### src/hw/rtl/amd_pkg.sv
// Shared types and constants for the accelerometer motion detector.
// Used by every module of the block; no dependencies of its own.
`default_nettype none

package amd_pkg;

  // Number of axes the ports carry and the default number that is used.
  localparam int AXIS_MAX = 3;
  localparam int AXIS_COUNT_DEF = 3;

  // Field widths.
  localparam int INT_W = 9;
  localparam int MICRO_W = 21;
  localparam int MILLI_W = 19;
  localparam int DIFF_W = MILLI_W + 1;
  localparam int DELTA_W = 18;
  localparam int VLIM_W = 7;
  localparam int VOTE_W = 8;

  // Division of the micro magnitude by 1000 as a reciprocal multiply.
  // ceil(2^30 / 1000) is exact for every 21-bit magnitude.
  localparam int QUO_W = 11;
  localparam int RECIP_SHIFT = 30;
  localparam logic [MICRO_W-1:0] RECIP_1000 = MICRO_W'(1073742);
  localparam logic [MILLI_W-1:0] MILLI_PER_UNIT = MILLI_W'(1000);

  // Depth of the queue between front and back.
  localparam int QUEUE_DEPTH = 2;

  // Configuration port.
  localparam int CFG_IDX_W = 2;
  localparam int CFG_DATA_W = 18;
  localparam logic [CFG_IDX_W-1:0] REG_DELTA_LIMIT = CFG_IDX_W'(0);
  localparam logic [CFG_IDX_W-1:0] REG_VOTE_LIMIT = CFG_IDX_W'(1);
  localparam logic [DELTA_W-1:0] DELTA_LIMIT_RST = DELTA_W'(500);
  localparam logic [VLIM_W-1:0] VOTE_LIMIT_RST = VLIM_W'(5);

  // Configuration register contents.
  typedef struct packed {
    logic [DELTA_W-1:0] delta_limit;
    logic [VLIM_W-1:0]  vote_limit;
  } cfg_t;

  // One result item.
  typedef struct packed {
    logic                     moving;
    logic signed [VOTE_W-1:0] vote_count;
    logic                     sample_moved;
    logic                     seeded_only;
  } result_t;

endpackage

`default_nettype wire

### src/hw/rtl/amd_front.sv
// Front part of the motion detector: accepts sample items and converts each
// axis to milli units over two stages. Depends on amd_pkg.
`default_nettype none

module amd_front import amd_pkg::*; #(
  parameter int AXIS_COUNT = AXIS_COUNT_DEF
) (
  input  wire logic                             clk,
  input  wire logic                             rst_n,
  input  wire logic                             in_valid,
  output logic                                  in_stall,
  input  wire logic signed [INT_W-1:0]          int_part [AXIS_MAX],
  input  wire logic signed [MICRO_W-1:0]        micro_part [AXIS_MAX],
  output logic                                  push_valid,
  output logic [AXIS_COUNT-1:0][MILLI_W-1:0]    push_data,
  input  wire logic                             queue_full
);

  logic accept;
  logic push;
  logic vld_r, vld_nxt;

  // Per-axis stage registers: integer part scaled, quotient and its sign.
  logic [MILLI_W-1:0] int_milli_r [AXIS_COUNT];
  logic [QUO_W-1:0]   quo_r [AXIS_COUNT];
  logic               neg_r [AXIS_COUNT];

  // The stage holds one item; it moves on when the queue has room.
  assign in_stall = vld_r && queue_full;
  assign accept = in_valid && !in_stall;
  assign push = vld_r && !queue_full;
  assign push_valid = vld_r;

  always_comb begin
    vld_nxt = vld_r;
    if (accept) begin
      vld_nxt = 1'b1;
    end else if (push) begin
      vld_nxt = 1'b0;
    end
  end

  always_ff @(posedge clk) begin
    if (!rst_n) begin
      vld_r <= 1'b0;
    end else begin
      vld_r <= vld_nxt;
    end
  end

  for (genvar k = 0; k < AXIS_COUNT; k++) begin : g_axis
    logic [MICRO_W-1:0]   mag;
    logic [2*MICRO_W-1:0] prod;
    logic [MILLI_W-1:0]   int_ext;
    logic [MILLI_W-1:0]   quo_ext;

    // Magnitude of the micro part, divided by 1000 through the reciprocal.
    assign mag = micro_part[k][MICRO_W-1] ? MICRO_W'(-micro_part[k])
                                          : MICRO_W'(micro_part[k]);
    assign prod = (2*MICRO_W)'(mag) * (2*MICRO_W)'(RECIP_1000);
    assign int_ext = MILLI_W'(int_part[k]);

    always_ff @(posedge clk) begin
      if (accept) begin
        int_milli_r[k] <= int_ext * MILLI_PER_UNIT;
        quo_r[k] <= prod[RECIP_SHIFT +: QUO_W];
        neg_r[k] <= micro_part[k][MICRO_W-1];
      end
    end

    // Second stage: add the signed quotient to the scaled integer part.
    assign quo_ext = MILLI_W'(quo_r[k]);
    assign push_data[k] = neg_r[k] ? int_milli_r[k] - quo_ext
                                   : int_milli_r[k] + quo_ext;
  end

endmodule

`default_nettype wire

### src/hw/rtl/amd_queue.sv
// Small register queue between the front and back parts of the motion
// detector. Depends on amd_pkg for its default depth.
`default_nettype none

module amd_queue import amd_pkg::*; #(
  parameter int WIDTH = MILLI_W,
  parameter int DEPTH = QUEUE_DEPTH
) (
  input  wire logic             clk,
  input  wire logic             rst_n,
  input  wire logic             push_valid,
  input  wire logic [WIDTH-1:0] push_data,
  output logic                  full,
  output logic                  pop_valid,
  output logic [WIDTH-1:0]      pop_data,
  input  wire logic             pop
);

  localparam int PTR_W = $clog2(DEPTH);
  localparam int CNT_W = $clog2(DEPTH + 1);
  localparam logic [PTR_W-1:0] LAST = PTR_W'(DEPTH - 1);
  localparam logic [CNT_W-1:0] FULL_CNT = CNT_W'(DEPTH);

  logic [WIDTH-1:0] mem_r [DEPTH];
  logic [PTR_W-1:0] wr_ptr_r, wr_ptr_nxt;
  logic [PTR_W-1:0] rd_ptr_r, rd_ptr_nxt;
  logic [CNT_W-1:0] cnt_r, cnt_nxt;
  logic             do_push;
  logic             do_pop;

  assign full = (cnt_r == FULL_CNT);
  assign pop_valid = (cnt_r != '0);
  assign pop_data = mem_r[rd_ptr_r];
  assign do_push = push_valid && !full;
  assign do_pop = pop && pop_valid;

  // Pointer and fill count update.
  always_comb begin
    wr_ptr_nxt = wr_ptr_r;
    rd_ptr_nxt = rd_ptr_r;
    cnt_nxt = cnt_r;
    if (do_push) begin
      wr_ptr_nxt = (wr_ptr_r == LAST) ? '0 : wr_ptr_r + PTR_W'(1);
    end
    if (do_pop) begin
      rd_ptr_nxt = (rd_ptr_r == LAST) ? '0 : rd_ptr_r + PTR_W'(1);
    end
    if (do_push && !do_pop) begin
      cnt_nxt = cnt_r + CNT_W'(1);
    end else if (do_pop && !do_push) begin
      cnt_nxt = cnt_r - CNT_W'(1);
    end
  end

  always_ff @(posedge clk) begin
    if (!rst_n) begin
      wr_ptr_r <= '0;
      rd_ptr_r <= '0;
      cnt_r <= '0;
    end else begin
      wr_ptr_r <= wr_ptr_nxt;
      rd_ptr_r <= rd_ptr_nxt;
      cnt_r <= cnt_nxt;
    end
  end

  // Entry storage.
  always_ff @(posedge clk) begin
    if (do_push) begin
      mem_r[wr_ptr_r] <= push_data;
    end
  end

endmodule

`default_nettype wire

### src/hw/rtl/amd_back.sv
// Back part of the motion detector: compares each item with the previous
// sample, runs the vote counter and holds the result register. Uses amd_pkg.
`default_nettype none

module amd_back import amd_pkg::*; #(
  parameter int AXIS_COUNT = AXIS_COUNT_DEF
) (
  input  wire logic                          clk,
  input  wire logic                          rst_n,
  input  wire cfg_t                          cfg,
  input  wire logic                          pop_valid,
  input  wire logic [AXIS_COUNT-1:0][MILLI_W-1:0] pop_data,
  output logic                               pop,
  output logic                               out_valid,
  input  wire logic                          out_stall,
  output result_t                            result
);

  logic primed_r;
  logic moving_r, moving_nxt;
  logic signed [VOTE_W-1:0] votes_r, votes_nxt;
  logic [MILLI_W-1:0] prev_r [AXIS_COUNT];
  logic out_valid_r, out_valid_nxt;
  result_t result_r, result_nxt;

  logic [AXIS_COUNT-1:0] exceed;
  logic moved;
  logic signed [VOTE_W:0] vote_step;
  logic signed [VOTE_W:0] lim_pos;
  logic signed [VOTE_W:0] lim_neg;

  // Take an item whenever the result register is free or being emptied.
  assign pop = pop_valid && (!out_valid_r || !out_stall);
  assign out_valid = out_valid_r;
  assign result = result_r;

  // Per-axis change against the stored previous value.
  for (genvar k = 0; k < AXIS_COUNT; k++) begin : g_axis
    logic signed [DIFF_W-1:0] diff;
    logic [DIFF_W-1:0]        mag;

    assign diff = DIFF_W'($signed(pop_data[k])) - DIFF_W'($signed(prev_r[k]));
    assign mag = diff[DIFF_W-1] ? DIFF_W'(-diff) : DIFF_W'(diff);
    assign exceed[k] = (mag > DIFF_W'(cfg.delta_limit));

    always_ff @(posedge clk) begin
      if (pop) begin
        prev_r[k] <= pop_data[k];
      end
    end
  end

  assign moved = |exceed;

  // Vote counter and motion flag.
  assign vote_step = moved ? (VOTE_W+1)'(votes_r) + (VOTE_W+1)'(1)
                           : (VOTE_W+1)'(votes_r) - (VOTE_W+1)'(1);
  assign lim_pos = (VOTE_W+1)'(cfg.vote_limit);
  assign lim_neg = -lim_pos;

  always_comb begin
    moving_nxt = moving_r;
    votes_nxt = votes_r;
    result_nxt = result_r;
    out_valid_nxt = out_valid_r && out_stall;
    if (pop) begin
      out_valid_nxt = 1'b1;
      if (primed_r) begin
        if (vote_step >= lim_pos) begin
          moving_nxt = 1'b1;
          votes_nxt = '0;
        end else if (vote_step <= lim_neg) begin
          moving_nxt = 1'b0;
          votes_nxt = '0;
        end else begin
          votes_nxt = VOTE_W'(vote_step);
        end
      end
      result_nxt.moving = moving_nxt;
      result_nxt.vote_count = votes_nxt;
      result_nxt.sample_moved = primed_r && moved;
      result_nxt.seeded_only = !primed_r;
    end
  end

  always_ff @(posedge clk) begin
    if (!rst_n) begin
      primed_r <= 1'b0;
      moving_r <= 1'b0;
      votes_r <= '0;
      out_valid_r <= 1'b0;
    end else begin
      if (pop) begin
        primed_r <= 1'b1;
      end
      moving_r <= moving_nxt;
      votes_r <= votes_nxt;
      out_valid_r <= out_valid_nxt;
    end
  end

  always_ff @(posedge clk) begin
    result_r <= result_nxt;
  end

endmodule

`default_nettype wire

### src/hw/rtl/accel_motion_detector_top.sv
// Accelerometer motion detector: top level with the configuration registers.
// Instantiates amd_front, amd_queue and amd_back; uses amd_pkg.
//
// One item is one three-axis sample; each axis is turned into milli units,
// compared with the previous sample, and a signed vote counter decides the
// moving flag. The block takes one item per clock cycle while out_stall is low
// and gives exactly one result item per accepted item, in order. The
// accepting edge registers the reciprocal multiply that divides the micro
// part by 1000; then the two-entry queue is written, and then the compare
// and vote result is loaded into the output register, which drives
// out_valid. A full queue or out_stall can hold the item between these
// registers. The vote counter feeds back on itself through its register,
// which allows the rate of one item per cycle. The first item after reset
// only seeds the previous values. Configuration writes are always accepted
// and should only be made while no item is in flight.
`default_nettype none

module accel_motion_detector_top import amd_pkg::*; #(
  parameter int AXIS_COUNT = AXIS_COUNT_DEF
) (
  input  wire logic                        clk,
  input  wire logic                        rst_n,
  input  wire logic                        in_valid,
  output logic                             in_stall,
  input  wire logic signed [INT_W-1:0]     in_x_int,
  input  wire logic signed [MICRO_W-1:0]   in_x_micro,
  input  wire logic signed [INT_W-1:0]     in_y_int,
  input  wire logic signed [MICRO_W-1:0]   in_y_micro,
  input  wire logic signed [INT_W-1:0]     in_z_int,
  input  wire logic signed [MICRO_W-1:0]   in_z_micro,
  output logic                             out_valid,
  input  wire logic                        out_stall,
  output logic                             out_moving,
  output logic signed [VOTE_W-1:0]         out_vote_count,
  output logic                             out_sample_moved,
  output logic                             out_seeded_only,
  input  wire logic                        cfg_valid,
  output logic                             cfg_ready,
  input  wire logic [CFG_IDX_W-1:0]        cfg_index,
  input  wire logic [CFG_DATA_W-1:0]       cfg_data
);

  localparam int ENTRY_W = AXIS_COUNT * MILLI_W;

  cfg_t cfg_r, cfg_nxt;
  result_t result;

  logic signed [INT_W-1:0]   int_part [AXIS_MAX];
  logic signed [MICRO_W-1:0] micro_part [AXIS_MAX];

  logic                              push_valid;
  logic [AXIS_COUNT-1:0][MILLI_W-1:0] push_data;
  logic                              queue_full;
  logic                              pop_valid;
  logic [ENTRY_W-1:0]                pop_data;
  logic                              pop;

  // Configuration registers: writes are always taken.
  assign cfg_ready = 1'b1;

  always_comb begin
    cfg_nxt = cfg_r;
    if (cfg_valid && cfg_ready) begin
      unique case (cfg_index)
        REG_DELTA_LIMIT: cfg_nxt.delta_limit = cfg_data[DELTA_W-1:0];
        REG_VOTE_LIMIT:  cfg_nxt.vote_limit = cfg_data[VLIM_W-1:0];
        default:         cfg_nxt = cfg_r;
      endcase
    end
  end

  always_ff @(posedge clk) begin
    if (!rst_n) begin
      cfg_r.delta_limit <= DELTA_LIMIT_RST;
      cfg_r.vote_limit <= VOTE_LIMIT_RST;
    end else begin
      cfg_r <= cfg_nxt;
    end
  end

  // Gather the axis fields.
  assign int_part[0] = in_x_int;
  assign int_part[1] = in_y_int;
  assign int_part[2] = in_z_int;
  assign micro_part[0] = in_x_micro;
  assign micro_part[1] = in_y_micro;
  assign micro_part[2] = in_z_micro;

  amd_front #(
    .AXIS_COUNT(AXIS_COUNT)
  ) u_front (
    .clk        (clk),
    .rst_n      (rst_n),
    .in_valid   (in_valid),
    .in_stall   (in_stall),
    .int_part   (int_part),
    .micro_part (micro_part),
    .push_valid (push_valid),
    .push_data  (push_data),
    .queue_full (queue_full)
  );

  amd_queue #(
    .WIDTH(ENTRY_W),
    .DEPTH(QUEUE_DEPTH)
  ) u_queue (
    .clk        (clk),
    .rst_n      (rst_n),
    .push_valid (push_valid),
    .push_data  (push_data),
    .full       (queue_full),
    .pop_valid  (pop_valid),
    .pop_data   (pop_data),
    .pop        (pop)
  );

  amd_back #(
    .AXIS_COUNT(AXIS_COUNT)
  ) u_back (
    .clk       (clk),
    .rst_n     (rst_n),
    .cfg       (cfg_r),
    .pop_valid (pop_valid),
    .pop_data  (pop_data),
    .pop       (pop),
    .out_valid (out_valid),
    .out_stall (out_stall),
    .result    (result)
  );

  assign out_moving = result.moving;
  assign out_vote_count = result.vote_count;
  assign out_sample_moved = result.sample_moved;
  assign out_seeded_only = result.seeded_only;

endmodule

`default_nettype wire

### config.mk
export PLATFORM = sky130hd
export DESIGN_NAME = accel_motion_detector_top
export DESIGN_NICKNAME = d
export VERILOG_FILES = /design/src/hw/rtl/amd_pkg.sv /design/src/hw/rtl/amd_front.sv /design/src/hw/rtl/amd_queue.sv /design/src/hw/rtl/amd_back.sv /design/src/hw/rtl/accel_motion_detector_top.sv
export SDC_FILE = /design/constraint.sdc
export NUM_CORES = 2
export LEC_CHECK = 0
export BUFFER_PORTS_ARGS = -buffer_cell sky130_fd_sc_hd__clkbuf_2
export CAP_MARGIN = 15
export CORE_MARGIN = 2
export CORE_UTILIZATION = 60
export CTS_BUF_LIST = sky130_fd_sc_hd__clkbuf_8
export CTS_CLUSTER_SIZE = 30
export DETAILED_ROUTE_END_ITERATION = 16
export PLACE_DENSITY = 0.77
export SYNTH_ARGS = -nofsm -noshare
export SYNTH_HDL_FRONTEND = slang
export SYNTH_SLANG_ARGS = --single-unit
### constraint.sdc
create_clock -name clk -period 26.7 [get_ports clk]
set_input_delay 5.34 -clock clk [delete_from_list [all_inputs] [get_ports clk]]
set_output_delay 5.34 -clock clk [all_outputs]
set_load 0.02 [all_outputs]
# --- Yosys cells after proc, flatten, opt, wreduce, memory -nomap -nowiden ---
# Memory sizes are Yosys's and may differ from the RTL's. A register that Yosys moved wholly into a read port is not among the register bits.
# Index checks and enable logic that the tools add are counted.
# Widths: inputs -> output; s select.
word_totals:
  mem_count: 5
  word_cells: 109
  register_bits: 52
  out_inout_bits: 14
  ramBits: 255
op_classes:
  eq_ne: 2
  addsub: 22
  mul: 6
  n_reduce_logical: 24
  n_mux: 31
  magnitude_cmp: 5
mem_list:
  columns: ["name", "depth", "word_bits", "read_ports", "rd_clocked_by_memory_dff", "write_ports", "line_no", "source"]
  rows:
  - ["u_queue.mem_r", 2, 57, 1, 1, 1, "amd_queue.sv:24", "logic [WIDTH-1:0] mem_r [DEPTH];"]
  - ["u_back.prev_r", 3, 19, 3, 0, 3, "amd_back.sv:22", "logic [MILLI_W-1:0] prev_r [AXIS_COUNT];"]
  - ["u_front.int_milli_r", 3, 16, 3, 0, 3, "amd_front.sv:24", "logic [MILLI_W-1:0] int_milli_r [AXIS_COUNT];"]
  - ["u_front.quo_r", 3, 11, 3, 0, 3, "amd_front.sv:25", "logic [QUO_W-1:0] quo_r [AXIS_COUNT];"]
  - ["u_front.neg_r", 3, 1, 3, 0, 3, "amd_front.sv:26", "logic neg_r [AXIS_COUNT];"]
ops:
  columns: ["cell", "n"]
  rows:
  - ["$mul 21x20->40 const B", 3]
  - ["$mux 21", 3]
  - ["$neg 21->21", 3]
  - ["$gt 20x18->1", 3]
  - ["$mux 20", 3]
  - ["$neg 20->20", 3]
  - ["$sub 19x19->20", 3]
  - ["$add 19x11->19", 3]
  - ["$mul 19x7->16 const B", 3]
  - ["$mux 19", 3]
  - ["$sub 19x11->19", 3]
  - ["$mux 8", 3]
  - ["$mux 1", 16]
  - ["$add 8x2->9 const B", 1]
  - ["$ge 9x8->1", 1]
  - ["$le 9x9->1", 1]
  - ["$logic_and 1x1->1", 9]
  - ["$mux 9", 1]
  - ["$neg 7->9", 1]
  - ["$sub 8x2->9 const B", 1]
  - ["$logic_not 1->1", 7]
  - ["$reduce_bool 2->1", 3]
  - ["$mux 2", 2]
  - ["$reduce_and 2->1", 2]
  - ["8 further kinds", 9]

# --- Longest topological paths before layout ---
# An unclocked memory read counts as a cell.
depth:
  word_depth: 11
  ltp_mapped: 41

# --- By module ---
# A second synthesis with hierarchy kept.
unflattened:
  cells_unflattened: 4283
  area_unflattened_um2: 42340.6
modules_own_cells:
  columns: ["mod", "cells_each", "instances", "area_per_inst_um2"]
  rows:
  - ["amd_front", 2859, 1, 27518.9]
  - ["amd_back", 1113, 1, 9415.3]
  - ["amd_queue", 202, 1, 4352.9]
  - ["accel_motion_detector_top", 109, 1, 1053.5]

# --- Least setup slack after synthesis ---
# OpenSTA, ideal clock, no wires.
synth_path:
  path_kind: "input to register"
  from: "input port in_z_micro[3]"
  to: "memory u_front.quo_r[2][10], in the netlist u_front.quo_r[0][32], data pin"
  path_slack_ns: 13.779
  stages: 28
  setup_time_ns: 0.261
  t_arrival_ns: 12.660
  path_cell_list: "or3_1 -> or3b_2 -> or3_1 -> or3_1 -> and2_1 -> xor2_1 -> ha_1 -> fa_1 -> inv_1 -> fa_1 -> inv_1 -> fa_1 -> inv_1 -> fa_1 -> inv_1 -> fa_1 -> ha_1 -> a211o_1 -> a21oi_1 -> nor4b_1 -> and3b_1 -> a221o_1 -> o211a_1 -> o21a_1 -> o21a_1 -> nor4_2 -> o31a_1 -> xnor2_1"
synth_lines:
  columns: ["element", "line_no", "source"]
  rows:
  - ["start: declaration", "accel_motion_detector_top.sv:30", "input wire logic signed [MICRO_W-1:0] in_z_micro,"]
  - ["end: declaration", "amd_front.sv:25", null]

==> out/results.ini <==
[outcome]
status=complete, no violations

[placement]
dp_hpwl_mm=67.8
dp_slack_ps=12880
placed_cell_area_um2=42300
gp_congestion=0.939
port_buffers=127

[layout]
fillCellCount=5327
drive_above_1_share_pct=7.78
fin_nets=5447
final_area_um2=43300
antenna_cells=0
syn2layout_area_growth_pct=6.54

[floorplan]
ios=129
core_um2=67200
start_util_pct=60.5
die_w_um=264
dieArea_um2=69800
dieHeight_um=264
num_rows=95

[setup_path]
path_max_fanout=6
cp_num_cells=29
critical-path-max-stage-delay_ps=550
critPathArrivalTime_ps=13560
crit_buf_inv=5
path_delay_family=adder cells
worst_ep_required_time_ps=27050
reg2reg_slack_ps=16420
crit_type=in2reg
cp-startpoint=in_z_micro[3]
critPathSlowestCell=xor2_1
crit_path_start_kind=input pin
crit_path_end_kind=register
worstReg2RegEnd=u_back.votes_r[3]
path_common_cell=fa_1
reg2reg_depth=37

[grt]
grt-ovfl-total=0
grt_pass1_vias=28700
grt_pass1_wl_mm=138
grtUsageTotal_pct=24.0
antenna_found_initial=0
grt_max_degree=77

[cts]
numClockSinks=308
cts-htree-levels=2
postCtsSetupRepairBufs=0
insertion_delay_ps=620
cts-hold-fix-buffers=0
cts_buffers=50
cts_tree=built
cts_resized=0
clock_path_buffers=3
clk_pin_slew_ps=60
cts-root-buf=clkbuf_8

[yosys]
yosys_register_bits=308
yosysSeqAreaShare_pct=21.7
synth_edf_count=266
syn_area_um2=40600
synth-main-ff-cell=edfxtp_1
syn-instance-count=4009
ys_warn_count=0
ys_types=101
syn_nets=5303
synthArstFlopShare_pct=0
syn_area_per_cell_um2=10.1

[drt]
vias=28000
wl_per_cell_um=16.0
drt-total-wl_mm=81.1
ant_nets=0
drcViolationCount=0
first_pass_iters=5
drtIter0Drc=1421
drt-vias-per-instance=5.54

[min_path]
hold_path_depth=2
hold_path.class=reg2reg
hold_end=cfg_r[19]
hold_start=cfg_r[19]

[timing]
clock_skew_ps=16.8
period_share_pct=49.5
final.min_clock_period_ps=13210
drv_slew=0
rsz0062_at_grt=no
tns_ps=0
finalHoldViolations=0
slew_headroom_pct=29.1
worst_slack_ps=13490
setup_violations=0
clock.fmax_ghz=0.0757
worst_pin_slew_ps=1060

[flow_run]
drv_cap=0

routing by layer:
layer  GRT usage (%)  vias to the layer above  wire length, um  part of all wire (%)
met5               0                        -                0                     0
met4            6.45                        0             2040                   2.5
met3            2.87                      124             3130                   3.9
met2            41.2                      514            39000                    48
met1            32.2                    13500            37000                    46
li1                -                    13900                -                     -
worst min-delay path, cell delays in order (launching register included):
cell and delay (ps):
dfxtp_1 310, nand2_1 50, a21boi_0 60
per-stage QoR:
| stage | hold WS (ps) | utilization, % | instances |
|---|---|---|---|
| after global routing | 504 | 64.5 | 5064 |
| after CTS | 470 | 64.5 | 5064 |
| after global placement | 454 | 63.0 | 4974 |
| final | 476 | 64.5 | 5064 |
| after floorplan | 443 | - | 4009 |
| after detailed placement | 461 | 63.0 | 4974 |
cell type report:
class / instances / area, um2 / area share [%]
Clock buffer: 53 / 729 / 1.68
Clock inverter: 37 / 256 / 0.592
Inverter: 801 / 3010 / 6.94
Multi-Input combinational cell: 2852 / 28700 / 66.2
Sequential cell: 308 / 8830 / 20.4
Tap cell: 873 / 1090 / 2.52
Timing Repair Buffer: 140 / 733 / 1.69
cell families after synthesis:
| logic type | after synthesis | synth area share [%] |
|---|---|---|
| adders and majority gates | 1181 | 43.1 |
| and+or+nand+nor | 617 | 7.71 |
| other | 1 | 0.00923 |
| AOI/OAI and AO/OA | 680 | 11.1 |
| muxes | 80 | 2.18 |
| DFF | 308 | 21.7 |
| buffers and inverters | 849 | 7.86 |
| xor gates and xnor gates | 293 | 6.31 |
registers in the layout, indices dropped and copies added, names as in the netlist, named ones only:
signal	cells
u_queue.wr_ptr_r	1
u_front.quo_r	33
u_back.out_valid	1
u_queue.rd_ptr_r	1
u_back.primed_r	1
u_queue.mem_r	114
u_front.push_valid	1
cfg_r	25
u_back.moving_r	1
u_back.result	11
u_front.neg_r	3
u_queue.cnt_r	2
u_back.votes_r	8
u_front.int_milli_r	48
u_back.prev_r	57
synthesized netlist by cell type (9+ instances only):
master / count / area, um2
inv_1: 801 / 3010
mux2i_1: 16 / 160
a21o_1: 83 / 623
o21bai_1: 29 / 218
a21oi_1: 171 / 856
a211oi_1: 18 / 135
o31ai_1: 28 / 210
or4_1: 9 / 67.6
dfxtp_1: 42 / 841
and2_1: 12 / 75.1
and3_1: 13 / 81.3
clkbuf_1: 42 / 158
edfxtp_1: 266 / 7990
nand3_1: 43 / 215
o21ai_0: 135 / 676
nand2b_1: 35 / 219
nor3_1: 61 / 305
a31o_2: 11 / 96.3
o211ai_1: 15 / 113
nor2b_1: 41 / 257
or2_2: 11 / 68.8
nand4_1: 25 / 156
nor2_1: 144 / 541
xor2_1: 89 / 780
a2111oi_0: 9 / 78.8
o21a_1: 60 / 450
xnor2_1: 204 / 1790
fa_1: 367 / 7350
ha_1: 812 / 10200
a31oi_1: 21 / 131
nor4_1: 13 / 81.3
a21boi_0: 20 / 150
mux2_2: 63 / 709
or3_1: 18 / 113
o41ai_1: 9 / 78.8
nand2_1: 150 / 563
how the worst max path moves through the flow:
stage	slack, ps	to
floorplan	13780	u_front.quo_r[0][32]
global placement	13130	u_front.quo_r[0][32]
detailed placement	12880	u_front.quo_r[0][32]
CTS	13530	u_front.quo_r[0][32]
global route	13060	u_front.quo_r[0][32]
finish	13490	u_front.quo_r[0][32]
cells in the final DEF, fill, tap and decap left out, drive strengths merged, types with 9 or more instances in the layout:
cell type,count
a21oi,171
xnor2,204
nor4,15
and2,12
nand4,25
o21ai,139
o211ai,15
clkinv,16
nor2b,41
a211oi,19
or4,9
buf,13
inv,816
o21bai,29
nor2,144
o31ai,28
nand2b,35
nand3,44
mux2,64
a21boi,21
xor2,89
a21o,83
ha,812
or3,19
mux2i,16
nor3,62
nand2,150
or2,12
a2111oi,11
o41ai,10
clkbuf,180
fa,367
and3,14
a31oi,22
o21a,61
edfxtp,266
dfxtp,42
a31o,11
Power is not shown: default switching activity piles up to over one toggle a cycle in this logic, so the estimate is an artifact.
